File: config.mk
export PLATFORM = sky130hd
export DESIGN_NAME = sensor_sample_deadband_reporter_top
export DESIGN_NICKNAME = d
export VERILOG_FILES = /design/src/hw/rtl/sdr_pkg.sv /design/src/hw/rtl/sensor_sample_deadband_reporter_top.sv /design/src/hw/rtl/sdr_cfg.sv /design/src/hw/rtl/sdr_core.sv
export SDC_FILE = /design/constraint.sdc
export NUM_CORES = 1
export LEC_CHECK = 0
export ABC_CLOCK_PERIOD_IN_PS = 9600
export BUFFER_PORTS_ARGS = -buffer_cell sky130_fd_sc_hd__buf_4
export CORE_ASPECT_RATIO = 0.8
export CORE_MARGIN = 1.5
export CORE_UTILIZATION = 56
export DETAILED_ROUTE_END_ITERATION = 12
export PLACE_DENSITY = 0.77
export SYNTH_ARGS = -nofsm -noshare
export SYNTH_HDL_FRONTEND = slang
export SYNTH_SLANG_ARGS = --single-unit
export TNS_END_PERCENT = 1
File: constraint.sdc
create_clock -name clk -period 9.6 [get_ports clk]
set_input_delay 1.44 -clock clk [delete_from_list [all_inputs] [get_ports clk]]
set_output_delay 1.44 -clock clk [all_outputs]
set_load 0.02 [all_outputs]
File: src/hw/rtl/sdr_pkg.sv
// Shared types and constants for the sensor sample deadband reporter.
// No dependencies.
`default_nettype none

package sdr_pkg;

    localparam int unsigned ValW     = 32;
    localparam int unsigned StepW    = 31;
    localparam int unsigned CfgIdxW  = 3;
    localparam int unsigned CfgDataW = 32;
    localparam int unsigned InDataW  = 64;
    localparam int unsigned OutDataW = 96;
    localparam int unsigned OutUserW = 3;

    // Reset values (Q16.16 where signed values)
    localparam logic [StepW-1:0]       DeadbandRst   = 31'd0;
    localparam logic [StepW-1:0]       ReportStepRst = 31'd65536;
    localparam logic signed [ValW-1:0] LowerLimitRst = -32'sd655360000;
    localparam logic signed [ValW-1:0] UpperLimitRst = 32'sd655360000;
    localparam logic [StepW-1:0]       PeriodRst     = 31'd1000;
    localparam logic                   AutoReportRst = 1'b1;
    localparam logic signed [ValW-1:0] SeenMinRst    = 32'sd655360000;
    localparam logic signed [ValW-1:0] SeenMaxRst    = -32'sd655360000;

    typedef enum logic [CfgIdxW-1:0] {
        REG_DEADBAND    = 3'd0,
        REG_REPORT_STEP = 3'd1,
        REG_LOWER_LIMIT = 3'd2,
        REG_UPPER_LIMIT = 3'd3,
        REG_PERIOD_MS   = 3'd4,
        REG_AUTO_REPORT = 3'd5
    } sdr_reg_idx_t;

    typedef struct packed {
        logic [StepW-1:0]       deadband;
        logic [StepW-1:0]       report_step;
        logic signed [ValW-1:0] lower_limit;
        logic signed [ValW-1:0] upper_limit;
        logic [StepW-1:0]       period_ms;
        logic                   auto_report;
    } sdr_cfg_t;

    typedef struct packed {
        logic                   sample_taken;
        logic                   value_changed;
        logic                   report_now;
        logic signed [ValW-1:0] held_value;
        logic signed [ValW-1:0] lowest_seen;
        logic signed [ValW-1:0] highest_seen;
    } sdr_result_t;

endpackage

`default_nettype wire

File: src/hw/rtl/sensor_sample_deadband_reporter_top.sv
// Top level of the sensor sample deadband reporter.
// Depends on sdr_pkg, sdr_cfg and sdr_core.
//
// Usage:
//   Slave stream (s_*): one transaction per timestamped sample,
//   tdata = {sample_value, now_ms}. Master stream (m_*): exactly one result
//   transaction per input, in order; tuser carries the three flags and tdata
//   the held value and the seen minimum and maximum.
//   Config channel (cfg_*): register index plus data, always ready. Write
//   only while no sample is in flight; indexes past auto_report are dropped.
// Pipeline: a sample passes the input register and then the result register
//   (two register stages) before it is presented on m_tvalid.
// Throughput: one sample per cycle while m_tready is high. The state update
//   (due check, deadband, clamp, report compare, min/max) is a single
//   combinational pass between the input register and the result register,
//   and each sample sees the state left by the one before it.
// Reset: rst_n clears both stages, loads the register reset values, zeroes
//   the held value and timers and sets the seen min/max to +10000/-10000.
// Stall: when m_tready is low a full result register holds; the input register
//   still takes one more sample, and s_tready drops only when both are full.
`default_nettype none

module sensor_sample_deadband_reporter_top
    import sdr_pkg::*;
(
    input  wire logic                clk,
    input  wire logic                rst_n,
    // input samples
    input  wire logic                s_tvalid,
    output      logic                s_tready,
    input  wire logic [InDataW-1:0]  s_tdata,   // [31:0] now_ms, [63:32] sample_value
    // results
    output      logic                m_tvalid,
    input  wire logic                m_tready,
    output      logic [OutDataW-1:0] m_tdata,   // [31:0] held_value, [63:32] lowest_seen,
                                                // [95:64] highest_seen
    output      logic [OutUserW-1:0] m_tuser,   // [0] sample_taken, [1] value_changed,
                                                // [2] report_now
    // configuration writes
    input  wire logic                cfg_valid,
    output      logic                cfg_ready,
    input  wire logic [CfgIdxW-1:0]  cfg_index,
    input  wire logic [CfgDataW-1:0] cfg_data
);

    sdr_cfg_t    cfg;
    sdr_result_t result;

    logic                   in_valid_reg;
    logic [ValW-1:0]        in_now_reg;
    logic signed [ValW-1:0] in_sample_reg;
    logic                   out_valid_reg;
    sdr_result_t            out_res_reg;
    logic                   advance;

    // stage moves when the result slot is free or being drained
    assign advance  = in_valid_reg && (!out_valid_reg || m_tready);
    assign s_tready = !in_valid_reg || advance;

    sdr_cfg u_cfg (
        .clk       (clk),
        .rst_n     (rst_n),
        .cfg_valid (cfg_valid),
        .cfg_ready (cfg_ready),
        .cfg_index (cfg_index),
        .cfg_data  (cfg_data),
        .cfg       (cfg)
    );

    sdr_core u_core (
        .clk          (clk),
        .rst_n        (rst_n),
        .step         (advance),
        .now_ms       (in_now_reg),
        .sample_value (in_sample_reg),
        .cfg          (cfg),
        .result       (result)
    );

    // input register
    always_ff @(posedge clk or negedge rst_n)
    begin
        if (!rst_n)
            in_valid_reg <= 1'b0;
        else if (s_tready)
            in_valid_reg <= s_tvalid;
    end

    always_ff @(posedge clk)
    begin
        if (s_tready && s_tvalid)
        begin
            in_now_reg    <= s_tdata[ValW-1:0];
            in_sample_reg <= $signed(s_tdata[2*ValW-1:ValW]);
        end
    end

    // result register
    always_ff @(posedge clk or negedge rst_n)
    begin
        if (!rst_n)
            out_valid_reg <= 1'b0;
        else if (advance)
            out_valid_reg <= 1'b1;
        else if (m_tready)
            out_valid_reg <= 1'b0;
    end

    always_ff @(posedge clk)
    begin
        if (advance)
            out_res_reg <= result;
    end

    assign m_tvalid = out_valid_reg;
    assign m_tdata  = {out_res_reg.highest_seen, out_res_reg.lowest_seen,
                       out_res_reg.held_value};
    assign m_tuser  = {out_res_reg.report_now, out_res_reg.value_changed,
                       out_res_reg.sample_taken};

endmodule

`default_nettype wire

File: src/hw/rtl/sdr_cfg.sv
// Configuration register file for the deadband reporter.
// Depends on sdr_pkg.
`default_nettype none

module sdr_cfg
    import sdr_pkg::*;
(
    input  wire logic                clk,
    input  wire logic                rst_n,
    input  wire logic                cfg_valid,
    output      logic                cfg_ready,
    input  wire logic [CfgIdxW-1:0]  cfg_index,
    input  wire logic [CfgDataW-1:0] cfg_data,
    output      sdr_cfg_t            cfg
);

    sdr_cfg_t cfg_reg;

    assign cfg_ready = 1'b1;
    assign cfg       = cfg_reg;

    always_ff @(posedge clk or negedge rst_n)
    begin
        if (!rst_n)
        begin
            cfg_reg.deadband    <= DeadbandRst;
            cfg_reg.report_step <= ReportStepRst;
            cfg_reg.lower_limit <= LowerLimitRst;
            cfg_reg.upper_limit <= UpperLimitRst;
            cfg_reg.period_ms   <= PeriodRst;
            cfg_reg.auto_report <= AutoReportRst;
        end
        else if (cfg_valid && cfg_ready)
        begin
            case (sdr_reg_idx_t'(cfg_index))
                REG_DEADBAND:    cfg_reg.deadband    <= cfg_data[StepW-1:0];
                REG_REPORT_STEP: cfg_reg.report_step <= cfg_data[StepW-1:0];
                REG_LOWER_LIMIT: cfg_reg.lower_limit <= $signed(cfg_data[ValW-1:0]);
                REG_UPPER_LIMIT: cfg_reg.upper_limit <= $signed(cfg_data[ValW-1:0]);
                REG_PERIOD_MS:   cfg_reg.period_ms   <= cfg_data[StepW-1:0];
                REG_AUTO_REPORT: cfg_reg.auto_report <= cfg_data[0];
                default:         ;
            endcase
        end
    end

endmodule

`default_nettype wire

File: src/hw/rtl/sdr_core.sv
// Per-sample update: due check, deadband, clamp, report and seen min/max.
// Holds the running state registers. Depends on sdr_pkg.
`default_nettype none

module sdr_core
    import sdr_pkg::*;
(
    input  wire logic                   clk,
    input  wire logic                   rst_n,
    input  wire logic                   step,
    input  wire logic [ValW-1:0]        now_ms,
    input  wire logic signed [ValW-1:0] sample_value,
    input  wire sdr_cfg_t               cfg,
    output      sdr_result_t            result
);

    logic signed [ValW-1:0] current_value_reg, current_value_next;
    logic [ValW-1:0]        next_due_reg, next_due_next;
    logic [ValW-1:0]        last_sample_reg, last_sample_next;
    logic signed [ValW-1:0] min_seen_reg, min_seen_next;
    logic signed [ValW-1:0] max_seen_reg, max_seen_next;

    logic                   due;
    logic signed [ValW:0]   diff_in, diff_out;
    logic [ValW:0]          mag_in, mag_out;
    logic                   accept_change;
    logic signed [ValW-1:0] clamped;

    always_comb
    begin
        due = (now_ms >= next_due_reg) || (last_sample_reg > now_ms);

        // 33-bit differences cannot overflow
        diff_in = {current_value_reg[ValW-1], current_value_reg}
                - {sample_value[ValW-1], sample_value};
        mag_in  = diff_in[ValW] ? (~diff_in + 1'b1) : diff_in;
        accept_change = (mag_in >= {2'b00, cfg.deadband})
                     && (current_value_reg != sample_value);

        // upper check wins when the limits cross
        if (sample_value > cfg.upper_limit)
            clamped = cfg.upper_limit;
        else if (sample_value < cfg.lower_limit)
            clamped = cfg.lower_limit;
        else
            clamped = sample_value;

        diff_out = {current_value_reg[ValW-1], current_value_reg}
                 - {clamped[ValW-1], clamped};
        mag_out  = diff_out[ValW] ? (~diff_out + 1'b1) : diff_out;

        current_value_next = current_value_reg;
        next_due_next      = next_due_reg;
        last_sample_next   = last_sample_reg;
        min_seen_next      = min_seen_reg;
        max_seen_next      = max_seen_reg;

        result.sample_taken  = due;
        result.value_changed = due && accept_change;
        result.report_now    = due && accept_change && cfg.auto_report
                            && (mag_out >= {2'b00, cfg.report_step});

        if (due)
        begin
            last_sample_next = now_ms;
            if (accept_change)
            begin
                current_value_next = clamped;
                next_due_next      = now_ms + {1'b0, cfg.period_ms};
                if (clamped > max_seen_reg)
                    max_seen_next = clamped;
                if (clamped < min_seen_reg)
                    min_seen_next = clamped;
            end
        end

        result.held_value   = current_value_next;
        result.lowest_seen  = min_seen_next;
        result.highest_seen = max_seen_next;
    end

    always_ff @(posedge clk or negedge rst_n)
    begin
        if (!rst_n)
        begin
            current_value_reg <= '0;
            next_due_reg      <= '0;
            last_sample_reg   <= '0;
            min_seen_reg      <= SeenMinRst;
            max_seen_reg      <= SeenMaxRst;
        end
        else if (step)
        begin
            current_value_reg <= current_value_next;
            next_due_reg      <= next_due_next;
            last_sample_reg   <= last_sample_next;
            min_seen_reg      <= min_seen_next;
            max_seen_reg      <= max_seen_next;
        end
    end

endmodule

`default_nettype wire

Yosys cells after proc, flatten, opt, wreduce, memory -nomap -nowiden
Index checks and enable logic that the tools add are counted.

operators by class
  $add $sub $neg = 5
  $lt $le $gt $ge = 8
  eq/ne operators = 6
  multiplexer cells = 14
  bitwise operators = 2
  reduce and logical (&&, ||, !) cells = 21

operators by type and width
  operator                                              count
  two-way mux 32 bit                                    10
  > comparator 32 bit                                   3
  adder 33 x 1 -> 33 bit (second input constant)        2
  >= comparator 33 x 31 -> 1 bit                        2
  two-way mux 33 bit                                    2
  NOT 33 bit                                            2
  subtractor 32 x 32 -> 33 bit                          2
  less-than comparator 32 bit                           2
  adder 32 x 31 -> 32 bit                               1
  >= comparator 32 bit                                  1
  inequality test 32 bit                                1
  AND reduction 2 bit                                   7
  equality test 3 x 2 -> 1 bit (second input constant)  2
  equality test 3 bit (second input constant)           2
  logical AND 1 bit                                     6
  equality test 3 x 1 -> 1 bit (second input constant)  1
  zero test 3 bit                                       1
  logical OR 1 bit                                      3
  AND reduction 3 bit                                   1
  zero test 1 bit                                       2
  two-way mux 1 bit                                     2
  nonzero test 2 bit                                    1

word-level totals
  register bits after elaboration = 483
  bits of input ports = 104
  output and inout bits = 102
  word-level logic and storage cells = 77

Depth between registers and ports, before layout
Gate-level depths: netlist of run 1.

  depth in word-level cells = 9
  gate-level depth with buffers = 47
  gate-level depth less buffers = 42

Cells and area by module
A second synthesis of run 1 with hierarchy kept.

second synthesis, totals
  cell total of the unflattened synthesis = 3074
  area total of the unflattened synthesis = 31532.7 um^2

modules (own cells, without submodules)
  module                               times used  cells each  area an instance (um^2)  sequential area each (um^2)
  sdr_core                             1           2563        20514.7                  4020.1
  sdr_cfg                              1           340         6019.5                   3980.1
  sensor_sample_deadband_reporter_top  1           171         4998.5                   4944.7

Worst setup path before layout of run 1
OpenSTA, ideal clock, no wires.

  path kind = reg-to-reg
  start = register u_cfg.cfg_reg (netlist bit u_cfg.cfg[87])
  end = register out_res_reg (netlist bit m_tuser[2]) (data pin)
  setup time = 0.266 ns
  arrival = 8.643 ns
  required time = 9.334 ns
  path slack = 0.692 ns
  cell stages (with the launch flop) = 45
  clock period less this slack = 8.908 ns
  cell sequence = dfstp_2 inv_1 ha_1 a21o_1 a21oi_1 o21ai_0 a211oi_1 mux2_2 nor3_1 clkbuf_1 mux2i_1 o21ai_0 inv_1 ha_1 clkbuf_1 a21o_1 a21o_1 a21oi_1 (+9 left out) buf_1 nand2_1 xnor2_1 ha_1 a21o_1 a21o_1 a21oi_1 a21oi_1 a211oi_1 o21ai_0 a21oi_1 a21oi_1 o31a_1 o21ai_0 nand2_1 a221oi_1 nor4b_1 nor3_1

RTL lines
  element               line                                        source
  start, declared       sdr_cfg.sv:17                               sdr_cfg_t cfg_reg;
  end signal, assigned  sensor_sample_deadband_reporter_top.sv:112  out_res_reg <= result;
  end, declared         sensor_sample_deadband_reporter_top.sv:53   sdr_result_t out_res_reg;

==> impl_metrics.csv, run 1 <==
group,metric,value,unit
route,drt_iter0_drc,2283,
logic_synthesis,seq_area_frac_synth,40.7,%
global_routing,grt_pass1_vias,25500,
timing,slew_violations,0,
setup_path,cp_data_required_time,9940,ps
clocking,cts_hold_buffers,0,
global_routing,grt_usage,31.8,%
logic_synthesis,synth_area,31800,µm²
route,drt-pass1-iter-count,6,
place,place.port_buffers,204,
floorplanning,coreArea,55700,µm²
timing,max_freq,0.109,GHz
logic_synthesis,async_reset_ff_share,66.3,%
clocking,cts_root_buf,"clkbuf_16",
logic_synthesis,synth_edf_count,163,
floorplanning,io_pins,206,
clocking,cts_tree,"yes",
cells_and_area,drive_above_1_share,18.1,%
setup_path,critPathMaxStageDelay,600,ps
timing,period_share,95.3,%
floorplanning,num_rows,77,
cells_and_area,final_area,36700,µm²
hold_path,min_path_type,"register to register",
clocking,clockBufferDepth,3,
cells_and_area,instances_no_fill,4272,
global_routing,grt_pass1_wl,144,mm
setup_path,startpoint_type,"register",
timing,worstMarginPinSlew,1270,ps
route,vias,25600,
logic_synthesis,synthCells,3184,
logic_synthesis,ys_warn_count,0,
logic_synthesis,avgSynthCellArea,9.98,µm²
floorplanning,dieWidth,269,µm
logic_synthesis,synth_top_area_cell,"dfrtp_1",
setup_path,critPathKind,"register to register",
cells_and_area,synthToLayoutAreaGrowth,15.5,%
timing,setup_viol,0,
outcome,status,"completed",
setup_path,end_kind,"register",
cells_and_area,layout.nets,3933,
clocking,clk_pin_slew,60,ps
timing,period_minus_slack,9150,ps
floorplanning,die_h,216,µm
clocking,numClockSinks,483,
place,dp_cells,4178,
clocking,numCtsBuffers,50,
logic_synthesis,synthFlopType,"dfrtp_1",
floorplanning,start_util,57.1,%
cells_and_area,fillers,4478,
global_routing,antenna_found_initial,1,
global_routing,gr-total-overflow,0,
route,viasPerCell,6.00,
route,wl_per_cell,21.7,µm
cells_and_area,largest_reg_flops,158,
logic_synthesis,synth_seq_cells,483,
setup_path,cp_max_fo,14,
timing,hold_viol,0,
setup_path,cp.arrival,9490,ps
run,maxCapViolations,0,
logic_synthesis,synth_area_leaders,"dfrtp_1 23%, edfxtp_1 15%, ha_1 14%, mux2i_1 5.7%, mux2_2 5.1%",
timing,final.setup_skew,29.2,ps
clocking,h-tree-depth,2,
logic_synthesis,syn_nets,3637,
timing,max_slew_margin,15.0,%
place,routabilityCongestion,0.959,
place,placed_area,35000,µm²
logic_synthesis,synth_top_area_share,22.5,%
route,drtAntennaViolNets,0,
setup_path,slowest_stage,"or4_1",
route,drc,0,
logic_synthesis,yosys-top-cells-count,"362 x inv_1, 346 x ha_1, 286 x dfrtp_1",
logic_synthesis,synth_cell_types,89,
logic_synthesis,synth_most_common_cell,"inv_1",
route,finalWirelength,92.8,mm
clocking,clkLatencyLatePin,610,ps
floorplanning,die-area,58200,µm²
place,dp_hpwl,71.1,mm
global_routing,grt_max_degree,121,
## layout by cell type, fill, tap and decap left out, types with 11 or more instances in the layout
cell type | synthesis | layout
nor2_1 | 102 | 101
a21oi_1 | 163 | 163
nand4_1 | 59 | 59
clkbuf_16 | 0 | 51
o21ai_0 | 255 | 253
or4_1 | 11 | 11
nor3_1 | 43 | 40
a31oi_1 | 26 | 26
ha_1 | 346 | 346
dfrtp_1 | 286 | 286
a211oi_1 | 20 | 19
o21a_1 | 17 | 17
or3_1 | 14 | 14
buf_4 | 8 | 331
edfxtp_1 | 163 | 163
xnor2_1 | 78 | 78
inv_1 | 362 | 362
o2111ai_1 | 11 | 11
nor4_1 | 23 | 21
mux2i_1 | 182 | 182
nand2b_1 | 37 | 37
o211ai_1 | 13 | 13
o21bai_1 | 12 | 12
nand3_1 | 40 | 39
and3_1 | 18 | 18
mux2_2 | 145 | 145
and4_1 | 12 | 11
nand2_1 | 262 | 261
dfstp_2 | 34 | 34
nor2b_1 | 42 | 42
o31ai_1 | 18 | 17
and2_1 | 20 | 18
a21o_1 | 94 | 94
xor2_1 | 51 | 51
## metrics by stage
stage	setup WS [ps]	setup TNS [ps]	hold slack [ps]	utilization, %
after floorplan	692	0	449	-
after global placement	792	0	463	62.9
after detailed placement	553	0	474	62.9
after CTS	515	0	487	65.8
after global routing	-9.42	-9.42	518	65.9
final	454	0	488	65.9
## layout make-up
cell class	instances	area [µm²]	area share [%]
antenna	1	2.50	0.00682
clock buffer	68	1410	3.84
clock inverter	25	248	0.675
inverter	363	1360	3.71
multi-input combinational	2243	17200	46.8
sequential	483	12900	35.3
tap	750	938	2.56
timing repair buffer	339	2640	7.19
## per-layer routing
layer	up-vias	wire, µm	global-route usage (%)
met5	-	11	0
met4	2	2830	9.93
met3	162	6900	5.47
met2	953	40300	48.1
met1	12500	42700	46.5
li1	12000	-	-
## cell families after synthesis
group | synth area share, %
and+or+nand+nor | 11.4
AOI/OAI and AO/OA | 13.9
DFF | 40.7
buffers and inverters | 5.60
adders and majority gates | 13.9
muxes | 10.9
xor gates and xnor gates | 3.55
other | 0.0118
## path summary, 6_finish.rpt
path,startpoint,to,slack [ps],cells after the start
max,u_cfg.cfg[87],m_tuser[2],450,39
min,u_core.last_sample_reg[0],u_core.last_sample_reg[0],490,2
max reg2reg,u_cfg.cfg[87],m_tuser[2],450,39
min reg2reg,u_core.last_sample_reg[0],u_core.last_sample_reg[0],490,2
max in group asynchronous,rst_n,u_cfg.cfg[74],6980,2
min in group asynchronous,rst_n,u_core.last_sample_reg[29],920,1
## worst max-delay path: cells and delay by family (launching register included)
kind | cells | cell delay, ps
mux | 2 | 550
simple gates | 11 | 2540
fa+ha+maj | 3 | 900
buf+inv | 5 | 690
flops | 1 | 530
xor+xnor | 1 | 210
compound gates | 17 | 3410
## timing repair
action | in CTS | in global routing
setup buffers | 0 | 0
endpoints found under the setup margin | 0 | 3
resized for setup | 0 | 12
Power of run 1 is not shown: default switching activity piles up to over one toggle a cycle in this logic, so the estimate is an artifact.
==> run 2: changes to the inputs <==
--- a/config.mk
+++ b/config.mk
@@ -5,6 +5,7 @@
 export SDC_FILE = /design/constraint.sdc
 export NUM_CORES = 1
 export LEC_CHECK = 0
+export ABC_AREA = 1
 export ABC_CLOCK_PERIOD_IN_PS = 9600
 export BUFFER_PORTS_ARGS = -buffer_cell sky130_fd_sc_hd__buf_4
 export CORE_ASPECT_RATIO = 0.8
==> run 2 against run 1 <==
First-iteration DRC count is 50% higher. Clock-buffer cell count down 7. Global-route usage increased by 1.7 points. Synthesized cell count rose by 25%. Final area fell by 1.9%. Routed wire length is 5.9% higher. Largest cell class unchanged. Die area up 0.59%. Highest routed layer is now met4.
==> impl_metrics.csv, run 2 <==
group,metric,value,unit
place,dp_hpwl,75.8,mm
setup_path,cp.arrival,9530,ps
floorplanning,io_pins,206,
cells_and_area,mostFrequentLayoutCells,"1,008 x nand2_1, 564 x inv_1, 386 x o21ai_0",
clocking,clk_pin_slew,60,ps
cells_and_area,drive_above_1_share,9.57,%
run,maxCapViolations,0,
timing,slew_violations,0,
timing,max_freq,0.109,GHz
route,drc,0,
timing,tns,0,ps
cells_and_area,seqCellArea,12900,µm²
logic_synthesis,avgSynthCellArea,8.02,µm²
setup_path,critPathKind,"register to register",
clocking,cts_resized,0,
timing,worstMarginPinSlew,1130,ps
route,drt-pass1-iter-count,6,
outcome,status,"completed",
floorplanning,coreArea,56600,µm²
setup_path,critPathLaunch,"u_cfg.cfg[58]",
timing,final.setup_skew,29.9,ps
logic_synthesis,synth_area,32000,µm²
timing,period_minus_slack,9170,ps
cells_and_area,synthToLayoutAreaGrowth,12.6,%
hold_path,min_path_type,"register to register",
logic_synthesis,synth_most_common_cell,"nand2_1",
logic_synthesis,yosys-top-cells-count,"1,010 x nand2_1, 566 x inv_1, 388 x o21ai_0",
cells_and_area,multi_input_area,16400,µm²
clocking,cts_tree,"yes",
floorplanning,die_h,217,µm
logic_synthesis,synth_area_leaders,"dfrtp_1 22%, edfxtp_1 15%, ha_1 14%, nand2_1 12%, inv_1 6.6%",
clocking,cts_hold_buffers,0,
route,vias,28300,
logic_synthesis,synth_top_area_cell,"dfrtp_1",
floorplanning,die-area,58600,µm²
logic_synthesis,ys_warn_count,0,
logic_synthesis,synth_edf_count,163,
setup_path,startpoint_type,"register",
logic_synthesis,syn_nets,4440,
route,drt_iter0_drc,3434,
timing,max_slew_margin,23.7,%
setup_path,crit_top_cell,"nand2_1",
setup_path,rr_startpoint,"u_cfg.cfg[58]",
setup_path,slowest_stage,"nor3_1",
timing,rsz0062_at_grt,"false",
global_routing,gr-total-overflow,0,
clocking,cts_root_buf,"clkbuf_16",
logic_synthesis,synth_seq_cells,483,
global_routing,grt_pass1_wl,152,mm
global_routing,grt_usage,33.5,%
timing,setup_viol,0,
clocking,h-tree-depth,2,
setup_path,critPathMaxStageDelay,710,ps
global_routing,grt_max_degree,151,
route,wl_per_cell,19.8,µm
clocking,clkLatencyLatePin,620,ps
setup_path,cp_max_fo,26,
global_routing,antenna_found_initial,1,
logic_synthesis,synth_cell_types,61,
hold_path,hp-start,"u_core.min_seen_reg[26]",
logic_synthesis,async_reset_ff_share,66.3,%
clocking,numCtsBuffers,50,
cells_and_area,final_common_cell,"nand2_1",
route,viasPerCell,5.70,
floorplanning,num_rows,78,
logic_synthesis,synthFlopType,"dfrtp_1",
timing,period_share,95.5,%
clocking,numClockSinks,483,
cells_and_area,layout.nets,4621,
clocking,clockBufferDepth,3,
logic_synthesis,seq_area_frac_synth,40.5,%
setup_path,cp_data_required_time,9960,ps
logic_synthesis,synthCells,3987,
floorplanning,dieWidth,270,µm
timing,hold_viol,0,
place,routabilityCongestion,1.01,
place,place.port_buffers,204,
global_routing,grt_pass1_vias,26300,
cells_and_area,largest_reg_flops,158,
floorplanning,start_util,56.5,%
route,drtAntennaViolNets,0,
cells_and_area,fillers,4946,
route,finalWirelength,98.2,mm
clocking,post-cts-setup-buffers,0,
setup_path,end_kind,"register",
logic_synthesis,synth_top_area_share,22.4,%
-- run 2: cell count changes in the layout (fill, tap and decap cells not counted), sizes merged, moves of 92 or more --
cell | previous run | this run
nand2 | 262 | 1015
mux2i | 182 | 0
nor2 | 103 | 213
nand3 | 41 | 133
mux2 | 145 | 1
o21ai | 257 | 404
inv | 364 | 575
buf | 339 | 242
-- run 2: cell type report --
class                           count  share of cell area [%]
Clock buffer                       61                    3.79
Inverter                          576                    6.02
Multi-Input combinational cell   2815                    45.5
Timing Repair Buffer              242                    5.10
Sequential cell                   483                    36.0
Clock inverter                     32                    1.02
Tap cell                          760                    2.64
Antenna cell                        1                 0.00695
-- run 2: per-stage QoR --
| step | cell area, µm² | hold WS [ps] | cells | setup WS, ps | util [%] |
|---|---|---|---|---|---|
| after floorplan | 32000 | 448 | 3987 | 3200 | - |
| after global placement | 34300 | 455 | 4876 | 837 | 60.5 |
| after detailed placement | 34300 | 458 | 4876 | 835 | 60.5 |
| after CTS | 36000 | 469 | 4969 | 784 | 63.6 |
| after global routing | 36000 | 475 | 4969 | 126 | 63.6 |
| final | 36000 | 468 | 4970 | 432 | 63.6 |
-- run 2: final timing paths --
check                                        endpoint  slack (ps)  cells after the start
hold reg to reg               u_core.min_seen_reg[26]         470                      2
min in group asynchronous  u_core.last_sample_reg[30]         850                      1
setup reg to reg                           m_tuser[2]         430                     42
setup / recovery                           m_tuser[2]         430                     42
hold / removal                u_core.min_seen_reg[26]         470                      2
max in group asynchronous               u_cfg.cfg[66]        7210                      2
-- run 2: cells by family after synthesis --
logic type | after synthesis | share of synthesized area (%)
mux | 1 | 0.0352
buf+inv | 689 | 8.42
xor+xnor | 121 | 3.34
simple gates | 1574 | 20.9
flops | 483 | 40.5
fa+ha+maj | 349 | 13.7
other cells | 1 | 0.0117
compound gates | 769 | 13.1
-- run 2: per-layer routing --
layer	track usage, %	vias up	part of all wire [%]
met3	5.51	172	9.5
met1	50.8	13300	46
met2	49.0	1224	42
met5	0	-	0
met4	9.61	0	2.9
li1	-	13600	-
-- run 2: critical path, delay by kind of cell (launching register included) --
kind / cells / cell delay (ps)
AOI/OAI and AO/OA: 13 / 2930
and+or+nand+nor: 17 / 2770
buffers and inverters: 8 / 1510
adders and majority gates: 3 / 980
DFF: 1 / 550
xor gates and xnor gates: 1 / 150
Power of run 2 is left out for the same reason.
